$ cat src/rtl/skt_pkg.sv
`default_nettype none
package skt_pkg;

    localparam int TABLE_DEPTH = 1024;
    localparam int ADDR_W      = $clog2(TABLE_DEPTH);
    localparam int CNT_W       = $clog2(TABLE_DEPTH + 1);
    localparam int KEY_W       = 17;
    localparam int TAG_W       = 16;
    localparam int MODE_W      = 2;
    localparam int ENTRY_W     = KEY_W + TAG_W;

    localparam logic [MODE_W-1:0] MODE_INSERT = 2'd0;
    localparam logic [MODE_W-1:0] MODE_FIND   = 2'd1;
    localparam logic [MODE_W-1:0] MODE_CLEAR  = 2'd2;

    typedef enum logic [3:0] {
        ST_IDLE,
        ST_SRCH_RD,
        ST_SRCH_CMP,
        ST_DECIDE,
        ST_SHIFT,
        ST_SHIFT_END,
        ST_PUT,
        ST_FETCH,
        ST_DONE
    } state_t;

    typedef struct packed {
        logic load;
        logic srch_issue;
        logic srch_cmp;
        logic shift_init;
        logic shift_step;
        logic shift_flush;
        logic put;
        logic fetch;
        logic res_load;
    } cmd_t;

    typedef struct packed {
        logic [MODE_W-1:0] in_mode;
        logic              full;
        logic              empty;
        logic              is_insert;
        logic              srch_more;
        logic              need_shift;
        logic              shift_last;
        logic              fetch_needed;
        logic              out_busy;
    } status_t;

endpackage
`default_nettype wire

$ cat src/rtl/skt_ctrl.sv
`default_nettype none
module skt_ctrl
    import skt_pkg::*;
(
    input  wire logic    clk,
    input  wire logic    rst_n,
    input  wire logic    in_valid,
    output logic         in_ready,
    input  wire status_t status,
    output cmd_t         cmd
);

    state_t state_reg;
    state_t state_next;

    always_ff @(posedge clk or negedge rst_n)
    begin
        if (!rst_n)
        begin
            state_reg <= ST_IDLE;
        end
        else
        begin
            state_reg <= state_next;
        end
    end

    always_comb
    begin
        state_next = state_reg;
        case (state_reg)
            ST_IDLE:
            begin
                if (in_valid)
                begin
                    if ((status.in_mode == MODE_INSERT && !status.full)
                        || status.in_mode == MODE_FIND)
                    begin
                        state_next = status.empty ? ST_DECIDE : ST_SRCH_RD;
                    end
                    else
                    begin
                        state_next = ST_DONE;
                    end
                end
            end
            ST_SRCH_RD:
            begin
                state_next = ST_SRCH_CMP;
            end
            ST_SRCH_CMP:
            begin
                if (!status.srch_more)
                begin
                    state_next = ST_DECIDE;
                end
            end
            ST_DECIDE:
            begin
                if (status.is_insert)
                begin
                    state_next = status.need_shift ? ST_SHIFT : ST_PUT;
                end
                else
                begin
                    state_next = status.fetch_needed ? ST_FETCH : ST_DONE;
                end
            end
            ST_SHIFT:
            begin
                if (status.shift_last)
                begin
                    state_next = ST_SHIFT_END;
                end
            end
            ST_SHIFT_END:
            begin
                state_next = ST_PUT;
            end
            ST_PUT:
            begin
                state_next = ST_DONE;
            end
            ST_FETCH:
            begin
                state_next = ST_DONE;
            end
            ST_DONE:
            begin
                if (!status.out_busy)
                begin
                    state_next = ST_IDLE;
                end
            end
            default:
            begin
                state_next = ST_IDLE;
            end
        endcase
    end

    always_comb
    begin
        cmd      = '0;
        in_ready = 1'b0;
        case (state_reg)
            ST_IDLE:
            begin
                in_ready = 1'b1;
                cmd.load = in_valid;
            end
            ST_SRCH_RD:
            begin
                cmd.srch_issue = 1'b1;
            end
            ST_SRCH_CMP:
            begin
                cmd.srch_cmp = 1'b1;
            end
            ST_DECIDE:
            begin
                cmd.shift_init = status.is_insert && status.need_shift;
            end
            ST_SHIFT:
            begin
                cmd.shift_step = 1'b1;
            end
            ST_SHIFT_END:
            begin
                cmd.shift_flush = 1'b1;
            end
            ST_PUT:
            begin
                cmd.put = 1'b1;
            end
            ST_FETCH:
            begin
                cmd.fetch = 1'b1;
            end
            ST_DONE:
            begin
                cmd.res_load = !status.out_busy;
            end
            default:
            begin
                cmd = '0;
            end
        endcase
    end

endmodule
`default_nettype wire

$ cat config.mk
export PLATFORM = sky130hd
export DESIGN_NAME = skt_ctrl
export DESIGN_NICKNAME = d
export VERILOG_FILES = /design/src/rtl/skt_pkg.sv /design/src/rtl/skt_ctrl.sv
export SDC_FILE = /design/constraint.sdc
export NUM_CORES = 1
export LEC_CHECK = 0
export BUFFER_PORTS_ARGS = -buffer_cell sky130_fd_sc_hd__buf_2
export CAP_MARGIN = 5
export CELL_PAD_IN_SITES_DETAIL_PLACEMENT = 0
export CELL_PAD_IN_SITES_GLOBAL_PLACEMENT = 1
export CORE_MARGIN = 5
export CORE_UTILIZATION = 28
export CTS_CLUSTER_DIAMETER = 30
export DETAILED_ROUTE_END_ITERATION = 8
export PLACE_DENSITY_LB_ADDON = 0.1
export SETUP_SLACK_MARGIN = 0.1
export SLEW_MARGIN = 20
export SYNTH_ARGS = -nofsm -noshare
export SYNTH_HDL_FRONTEND = slang
export SYNTH_SLANG_ARGS = --single-unit
export TNS_END_PERCENT = 20
$ cat constraint.sdc
create_clock -name clk -period 3.06 [get_ports clk]
set_input_delay 0.153 -clock clk [delete_from_list [all_inputs] [get_ports clk]]
set_output_delay 0.153 -clock clk [all_outputs]
set_load 0.1 [all_outputs]
==> metrics, run 1 <==
status complete, no violations; PortBufs 22; Post-Syn Area between 300 and 400 sq um; Area growth, synth to finish 41.8%; clock latency on the worst-skew pair approximately 230 ps; HP Start status[2]; commonest cells after routing, fill and taps aside buf_2, nor2_1, a21oi_1; Avg Inst Size Synth ~7 sq um; Post-CTS Setup Inserts 0; fin crit share between 60% and 70%; unrepaired setup endpoints after global routing no; Syn Inst Count 52; CP required 2910 ps; crit-path max cell delay 430 ps; GP Congestion a little over 0.7; IO Pins 23; reg2reg start state_reg[2]$_DFFE_PN0P_; via count roughly 450; vias per cell ~5.0; Critical Path, Cell by Cell or2_1 > nor2_1 > nand2_1 > nor2_1 > buf_2; Die Area 2140 sq um; antenna-violating nets left 0; CTS clk-pin slew, worst paths 40 ps; row cnt 13; max reg flops 4; commonest non-fill, non-tap cell in the layout buf_2; maximum fanout along the worst path 7; Rel. slew slack 65.5%; Residual DRC 0; syn_nets 65; synthesis-stage register bit count 4; Die Y 46.2 um; multiplexer share of the synthesized area 0%; Setup Crit Path Kind reg -> out; Final Slew Violations 0; Ys Warns 0; first-pass GRT wire length ~1700 um; largest family of logic cells by synthesized area simple AND/OR/NAND/NOR gates; setup slack after layout 1160 ps; H-tree depth 1; DP Wirelength between 800 and 900 um; Die W approximately 46 um; Yosys cell types 24; setup TNS 0 ps; CTS tree done; CTS buffer count 3; # setup viols final 0; Worst Path Arrival between 1500 and 2000 ps; CTS resizes 0; CP endpoint kind output port; initial antenna violation count 0; wire length per cell about 12 um; Final Hold Viols 0; Worst Path Buf+Inv 1; share of layout cells above drive strength 1 38.7%; initial core utilization about 29%; Routed WL ~1100 um; Slowest cell on crit path buf_2; Worst Setup SP state_reg[0]$_DFFE_PN0P_; drt pass-1 iters 4; max_cap viols 0; vias in the first global route 400; core area ~1300 sq um; worst-margin pin slew between 500 and 600 ps; Post-CTS Hold Fix Bufs 1; Post-Place Worst Slack 1410 ps; initial drt markers 5; Adder-Cell Fraction of Synth Area 0%; CTS Sinks 4; Synth Area in Compound Gates between 20 and 25%; Root Driver clkbuf_4; overflow left after global routing 0; worst hold path type in -> reg; CP most frequent cell nor2_1; Critical Path Source Type flip-flop; CTS max path bufs 2; Seq/Total Area, Yosys 27.2%; fmax 527 MHz; top cell family by delay on the critical path simple AND/OR/NAND/NOR gates; pin count of the biggest net entering global routing 17; fin nets 90; XOR/XNOR share of the synthesized area 0%; clock period minus worst slack roughly 1900 ps; final clock skew slightly above 8 ps; Simple-Gate Fraction of Synth Area between 40% and 50%; FILL cells 151; Antenna Cells 0; Global Route Usage Sum between 10 and 15%
[cell families after synthesis]
logic type | Yosys count
AND/OR/NAND/NOR | 29
buffers and inverters | 7
AO/OA/AOI/OAI | 12
flip-flops | 4
[routing by layer]
metal / wire [um] / GRT usage, % / up-vias
li1: - / - / 230
met3: 92 / 3.91 / 0
met1: 460 / 14.4 / 202
met4: 0 / 5.11 / 0
met2: 529 / 17.6 / 17
met5: 0 / 0 / -
[cells in the mapped netlist]
master	instances	area, sq um
a211oi_2	1	12.5
a21oi_1	5	25.0
a32oi_1	1	8.76
and2_1	1	6.26
buf_6	1	11.3
clkbuf_1	2	7.51
dfrtp_1	4	100
inv_1	4	15.0
nand2_1	4	15.0
nand2b_1	2	12.5
nand3_1	1	5.00
nor2_1	9	33.8
nor2b_1	2	12.5
nor3_1	4	20.0
nor3b_1	1	7.51
nor4_1	2	12.5
o21ai_0	1	5.00
o21ai_1	1	5.00
o311ai_0	1	8.76
o32a_1	1	10.0
o32ai_1	1	8.76
or2_1	1	6.26
or3_4	1	11.3
or4_1	1	7.51
[through the flow]
stage / hold WS, ps / util, % / cells / cell area [sq um]
global route: 161 / 41.1 / 90 / 522
detailed placement: -37.5 / 38.6 / 86 / 489
finish: 154 / 41.1 / 90 / 522
global placement: -39.7 / 38.6 / 86 / 489
floorplan: -143 / - / 52 / 379
CTS: 151 / 41.1 / 90 / 522
[final timing paths]
path,end,slack (ps),cells after the start
setup / recovery,cmd[0],1160,5
hold / removal,state_reg[2]$_DFFE_PN0P_,150,2
setup reg to reg,state_reg[0]$_DFFE_PN0P_,1590,4
hold reg to reg,state_reg[2]$_DFFE_PN0P_,740,3
max in group asynchronous,state_reg[3]$_DFFE_PN0P_,2680,2
min in group asynchronous,state_reg[1]$_DFFE_PN0P_,250,2
[layout make-up]
| class | instances | area [sq um] | area share, % |
|---|---|---|---|
| clock buffers | 3 | 22.5 | 4.32 |
| flip-flops and latches | 4 | 100 | 19.2 |
| multi-input cells | 41 | 245 | 47.0 |
| inverters | 4 | 15.0 | 2.88 |
| repair buffers | 23 | 120 | 23.0 |
| well taps | 15 | 18.8 | 3.60 |
Power of run 1 is not shown: default switching activity piles up to over one toggle a cycle in this logic, so the estimate is an artifact.
==> inputs of run 2 (changes only) <==
--- a/config.mk
+++ b/config.mk
@@ -5,12 +5,13 @@
 export SDC_FILE = /design/constraint.sdc
 export NUM_CORES = 1
 export LEC_CHECK = 0
+export ABC_AREA = 1
 export BUFFER_PORTS_ARGS = -buffer_cell sky130_fd_sc_hd__buf_2
 export CAP_MARGIN = 5
 export CELL_PAD_IN_SITES_DETAIL_PLACEMENT = 0
 export CELL_PAD_IN_SITES_GLOBAL_PLACEMENT = 1
 export CORE_MARGIN = 5
-export CORE_UTILIZATION = 28
+export CORE_UTILIZATION = 26
 export CTS_CLUSTER_DIAMETER = 30
 export DETAILED_ROUTE_END_ITERATION = 8
 export PLACE_DENSITY_LB_ADDON = 0.1
==> constraint.sdc (replaced) <==
create_clock -name clk -period 1.9 [get_ports clk]
set_input_delay 0.095 -clock clk [delete_from_list [all_inputs] [get_ports clk]]
set_output_delay 0.095 -clock clk [all_outputs]
set_load 0.1 [all_outputs]
==> run 2 against run 1 <==
Critical path depth stayed put; sequential cell count stayed put; non-clock buffer count stayed put; first-iteration DRC count is 60% higher; critical path type unchanged; critical endpoint is now cmd[1]; largest cell class unchanged; highest routed layer is now met4.
==> metrics, run 2 <==
status complete, no violations; Async SR Flop Fraction 100% (unchanged); Register-to-Register Path Depth 7 (+3); Antenna Cells 0 (unchanged); Worst Path Arrival 1570 ps (-170 ps); Syn Inst Count 68 (+31%); max_cap viols 0 (unchanged); GR Util met2 14.6% (-3.0 points); GP Congestion 0.735 (+1.6%); commonest cells after routing, fill and taps aside buf_2, nand2_1, inv_1, nor2_1, nand3_1; Area growth, synth to finish 42.7%; top-count cell post-synth nand2_1; drt pass-1 iters 4 (unchanged); initial core utilization 27.1% (-1.9 points); core area 1490 sq um (+17%); final hold slack 135 ps (-19.6 ps); proportion of netlist area held by the largest area contributor 24.8% (-2.4 points); Final Hold Viols 0 (unchanged); Synth area leader dfrtp_1; antenna-violating nets left 0 (unchanged); setup slack after layout 234 ps (-929 ps); FILL cells 178 (+18%); WP depth 5 (unchanged); met1 Use GR 13.0% (-1.4 points); syn_nets 81 (+25%); synthesis-stage register bit count 4 (unchanged); commonest non-fill, non-tap cell in the layout buf_2; Top FF cell, synth dfrtp_1; Yosys cell types 17 (-29%); sequential cell area 100 sq um (unchanged); DP Area 542 sq um (+11%); top cells by count, synth nand2_1, nor2_1, inv_1; Simple-Gate Fraction of Synth Area 52.6% (+12 points); Critical Path Source Type flip-flop; wire length per cell 9.87 um (-18%); final clock skew 1.83 ps (-6.26 ps); IO Pins 23 (unchanged); clock period minus worst slack 1670 ps; top cell family by delay on the critical path buffers and inverters; largest cells by area after synthesis dfrtp_1, nand2_1, nor2_1, inv_1, nand3_1; GR peak layer met2; fmax roughly 600 MHz; Die Area 2440 sq um (+14%); CP required 1800 ps (-1110 ps); R2R setup slack 710 ps (-880 ps); PortBufs 22 (unchanged); Post-synth EDFFs 0 (unchanged); Seq/Total Area, Yosys 24.8% (-2.4 points); reg-to-reg endpoint state_reg[1]$_DFFE_PN0P_; CTS max path bufs 2 (unchanged); first-pass GRT wire length 1910 um (+11%); worst-margin pin slew 486 ps (-31.3 ps); Die Y 49.4 um (+6.9%); Root Driver clkbuf_4; largest family of logic cells by synthesized area simple AND/OR/NAND/NOR gates; share of layout cells above drive strength 1 41.5% (+2.8 points); initial drt markers 8 (+3); setup TNS 0 ps (unchanged); power density over the cells 1990 nW/um^2; row cnt 14 (+1); initial antenna violation count 0 (unchanged); overflow left after global routing 0 (unchanged); hold path endpoint state_reg[1]$_DFFE_PN0P_; Final Slew Violations 0 (unchanged); clock latency on the worst-skew pair 230 ps (about the same); Global Route Usage Sum 10.0% (-1.5 points); multiplexer share of the synthesized area 0% (unchanged); fin area 577 sq um (+11%); unrepaired setup endpoints after global routing yes; Post-Syn Area 404 sq um (+9.9%); met3 Use GR 4.89% (+0.99 points); maximum fanout along the worst path 4 (-3); vias in the first global route 479 (+20%); Worst Path Buf+Inv 3 (+2); worst hold stages 3 (+1); Die W 49.4 um (+6.9%); Residual DRC 0 (unchanged); area of the multi-input gates 259 sq um (+5.6%); vias per cell 4.36 (-13%); CP endpoint kind output port; Post-Place Worst Slack 464 ps (-942 ps); Routed WL 1090 um (+0.46%); fin util 38.7% (-2.4 points); Ys Warns 0 (unchanged); Rel. slew slack 67.8% (+2.3 points); CTS buffer count 3 (unchanged); CTS Sinks 4 (unchanged); fin nets 109 (+21%); Final Power between 1 and 1.5 mW; Critical Path, Cell by Cell inv_1 > nor2_1 > inv_1 > nor2_1 > buf_2; Slowest cell on crit path buf_2; max reg flops 4 (unchanged); peak supply drop 788 uV; CTS clk-pin slew, worst paths 40 ps (about the same); HP Start status[4]; Pleak approximately 0.35 nW; Synth Area in Compound Gates 9.60% (-13 points); Avg Inst Size Synth 5.94 sq um (-16%); Layout Cells excl Fill 110 (+22%); reg2reg start state_reg[1]$_DFFE_PN0P_; DP Cell Count 106 (+23%); worst hold path type in -> reg; Setup Crit Path Kind reg -> out; CTS tree done; # setup viols final 0 (unchanged); DP Wirelength 930 um (+4.9%); pin count of the biggest net entering global routing 8 (-9); Adder-Cell Fraction of Synth Area 0% (unchanged); H-tree depth 1 (unchanged); crit-path max cell delay 430 ps (about the same); XOR/XNOR share of the synthesized area 0% (unchanged); fin crit share 87.7%; via count 480 (+6.9%)
-- run 2: changes by cell type after synthesis, sizes merged, moves of 2 or more --
cell,change
nor2,+8
nand2,+15
a21oi,-5
nor3,-3
clkbuf,-2
inv,+10
nand3,+5
nand2b,-2
nor2b,-2
nor4,-2
-- run 2: layer usage --
metal / part of all wire (%) / up-vias
met4: 0.64 / 0
met1: 48 / 201
li1: - / 260
met5: 0 / -
met3: 8.0 / 2
met2: 43 / 17
-- run 2: cell type report --
class	count	area share [%]
Clock buffer	3	3.90
Tap cell	16	3.47
Timing Repair Buffer	23	21.3
Sequential cell	4	17.4
Inverter	14	9.11
Multi-Input combinational cell	50	44.9
-- run 2: kinds of logic (layout without fill, tap and decap cells) --
kind of cell    Yosys count  in the layout
compound gates            6              6
simple gates             44             44
flops                     4              4
buf+inv                  14             40
-- run 2: what timing repair did --
action / CTS / global route
setup endpoints to repair: 0 / 2
gates resized for setup: 0 / 1
endpoints found under the hold margin: 4 / 0
hold buffers: 1 / 0
setup buffers: 0 / 0
-- run 2: worst max path at each step --
stage,startpoint,endpoint,slack (ps)
finish,state_reg[2]$_DFFE_PN0P_,cmd[1],230
detailed placement,state_reg[2]$_DFFE_PN0P_,cmd[2],460
CTS,state_reg[2]$_DFFE_PN0P_,cmd[2],200
global placement,state_reg[2]$_DFFE_PN0P_,cmd[2],420
floorplan,state_reg[2]$_DFFE_PN0P_,cmd[1],-160
global route,state_reg[2]$_DFFE_PN0P_,cmd[3],80
-- run 2: tightest hold or removal path, delay by kind of cell --
| kind | cells | cell delay, ps |
|---|---|---|
| buf+inv | 1 | 70 |
| simple gates | 2 | 170 |
-- run 2: where the power goes --
part           total [mW]  leakage (nW)  switching [mW]  internal (mW)
Sequential          0.179        0.0524          0.0579          0.121
Clock               0.104        0.0138          0.0336         0.0706
Combinational       0.865         0.288           0.687          0.179
Note: power is estimated with default switching activity, not from simulation.
==> inputs of run 3 (changes only) <==
--- a/config.mk
+++ b/config.mk
@@ -5,13 +5,13 @@
 export SDC_FILE = /design/constraint.sdc
 export NUM_CORES = 1
 export LEC_CHECK = 0
-export ABC_AREA = 1
+export ABC_AREA = 0
 export BUFFER_PORTS_ARGS = -buffer_cell sky130_fd_sc_hd__buf_2
 export CAP_MARGIN = 5
 export CELL_PAD_IN_SITES_DETAIL_PLACEMENT = 0
 export CELL_PAD_IN_SITES_GLOBAL_PLACEMENT = 1
 export CORE_MARGIN = 5
-export CORE_UTILIZATION = 26
+export CORE_UTILIZATION = 23
 export CTS_CLUSTER_DIAMETER = 30
 export DETAILED_ROUTE_END_ITERATION = 8
 export PLACE_DENSITY_LB_ADDON = 0.1
==> constraint.sdc (replaced) <==
create_clock -name clk -period 1.5 [get_ports clk]
set_input_delay 0.075 -clock clk [delete_from_list [all_inputs] [get_ports clk]]
set_output_delay 0.075 -clock clk [all_outputs]
set_load 0.1 [all_outputs]
==> run 3 against run 2 <==
Worst hold slack got worse by 60 ps; critical path depth decreased by 1; combinational power increased by 100%; non-clock buffer count increased by 16; die area increased by 2.3%; clock-buffer cell count unchanged; register-to-register slack got worse by 640 ps; first-iteration DRC count decreased by 63%; largest cell class is now buffers.
==> metrics, run 3 (synthesis gave the netlist of run 1 again) <==
CTS max path bufs 2 (unchanged); first-pass GRT wire length 2020 um (+5.8%); GP Congestion 0.748 (+1.7%); CP required 1420 ps (-380 ps); Critical Path Source Type flip-flop; max_cap viols 0 (unchanged); P_sw 1.09 mW (+40%); fin crit share between 90% and 100%; Die Area 2500 sq um (+2.3%); clock share of power 6.3% (-2.8 points); commonest non-fill, non-tap cell in the layout buf_4; PortBufs 22 (unchanged); peak supply drop 1460 uV (+86%); commonest cells after routing, fill and taps aside buf_4, buf_2, buf_12; Die W 50.0 um (+1.1%); Sw Ratio 52.2% (-16 points); fin area 862 sq um (+49%); Die Y 50.0 um (+1.1%); unrepaired setup endpoints after global routing yes; core area 1510 sq um (+1.2%); antenna-violating nets left 0 (unchanged); drt pass-1 iters 4 (unchanged); fin nets 106 (-2.8%); fmax roughly 670 MHz; combinational fraction of design power 84.5% (+9.1 points); initial core utilization 24.4% (-2.7 points); worst-margin pin slew 329 ps (-157 ps); Final Hold Viols 0 (unchanged); final clock skew 5.83 ps (+4.01 ps); Final Slew Violations 0 (unchanged); H-tree depth 1 (unchanged); pin count of the biggest net entering global routing 7 (-1); power density over the cells 2430 nW/um^2 (+22%); Root Driver clkbuf_4; share of layout cells above drive strength 1 64.8% (+23 points); wire length per cell 11.3 um (+15%); FILL cells 132 (-26%); Layout Cells excl Fill 107 (-2.7%); Pleak 0.374 nW (+5.6%); CTS Sinks 4 (unchanged); Worst Path Arrival 1410 ps (-160 ps); vias in the first global route 510 (+6.5%); IO Pins 23 (unchanged); DP Area 708 sq um (+31%); via count 514 (+7.1%); setup TNS 0 ps (unchanged); clock period minus worst slack between 1000 and 1500 ps; row cnt 14 (unchanged); max reg flops 4 (unchanged); CTS tree done; status complete, no violations; worst hold path type in -> reg; Routed WL 1210 um (+12%); DP Cell Count 92 (-13%); overflow left after global routing 0 (unchanged); Setup Crit Path Kind reg -> out; Global Route Usage Sum 10.3% (+0.34 points); clock latency on the worst-skew pair 230 ps (about the same); Seq pwr share 9.2% (-6.4 points); CTS clk-pin slew, worst paths 40 ps (about the same); CTS buffer count 3 (unchanged); initial drt markers 3 (-5); Rel. slew slack 77.8% (+10 points); DP Wirelength 908 um (-2.3%); Area growth, synth to finish 134%; Internal 999 uW (+170%); Residual DRC 0 (unchanged); # setup viols final 0 (unchanged); initial antenna violation count 0 (unchanged); vias per cell 4.80 (+10%); CP endpoint kind output port; maximum fanout along the worst path 6 (+2); Antenna Cells 0 (unchanged)
run 3: cell type report:
cell class / count / area (sq um) / share of cell area [%]
clock buffers: 3 / 22.5 / 2.61
well taps: 16 / 20.0 / 2.32
multi-input cells: 41 / 308 / 35.7
flip-flops and latches: 4 / 103 / 11.9
inverters: 4 / 15.0 / 1.74
repair buffers: 39 / 394 / 45.7
run 3: metal layers:
layer / part of all wire [%] / global-route usage (%)
met2: 49 / 16.1
met1: 45 / 12.5
met3: 5.4 / 2.41
met4: 0 / 6.55
met5: 0 / 0
run 3: power groups by stage:
stage / Sequential (mW) / Combinational, mW / Clock, mW
final: 0.192 / 1.77 / 0.131
after global routing: 0.199 / 1.87 / 0.142
after CTS: 0.190 / 1.72 / 0.134
after detailed placement: 0.222 / 1.48 / 0
after global placement: 0.222 / 1.49 / 0
after floorplan: 0.185 / 1.06 / 0
run 3: path summary, 6_finish.rpt:
kind	start	to	slack, ps	depth (start not counted)
worst max-delay path	state_reg[1]$_DFFE_PN0P_	cmd[8]	10	4
worst min-delay path	status[2]	state_reg[2]$_DFFE_PN0P_	70	2
worst max register to register	state_reg[2]$_DFFE_PN0P_	state_reg[0]$_DFFE_PN0P_	70	4
worst min register to register	state_reg[3]$_DFFE_PN0P_	state_reg[1]$_DFFE_PN0P_	640	2
max in group asynchronous	rst_n	state_reg[3]$_DFFE_PN0P_	1190	2
min in group asynchronous	rst_n	state_reg[2]$_DFFE_PN0P_	180	2
run 3: worst max-delay path, cell delays in order (launching register included):
cell	delay, ps
dfrtp_1	370
or2_4	300
nor3_4	180
and2_4	170
buf_12	160
run 3: what timing repair did:
| item | CTS | global route |
|---|---|---|
| endpoints found under the hold margin | 4 | 0 |
| endpoints found under the setup margin | 10 | 14 |
| hold buffers | 1 | 0 |
| buffers inserted | 11 | 0 |
| pin swaps | 3 | 4 |
| gates resized for setup | 5 | 8 |
run 3: metrics by stage:
| stage | utilization (%) | hold WS (ps) | power, mW | worst slack, ps |
|---|---|---|---|---|
| 3_5_place_dp | 47.0 | -117 | 1.70 | 85.4 |
| 4_1_cts | 55.4 | 77.2 | 2.04 | 5.51 |
| 6_report | 57.2 | 74.6 | 2.09 | 14.0 |
| 3_3_place_gp | 47.0 | -117 | 1.71 | 88.3 |
| 2_1_floorplan | - | -221 | 1.25 | -599 |
| 5_1_grt | 57.2 | 80.1 | 2.21 | -41.0 |
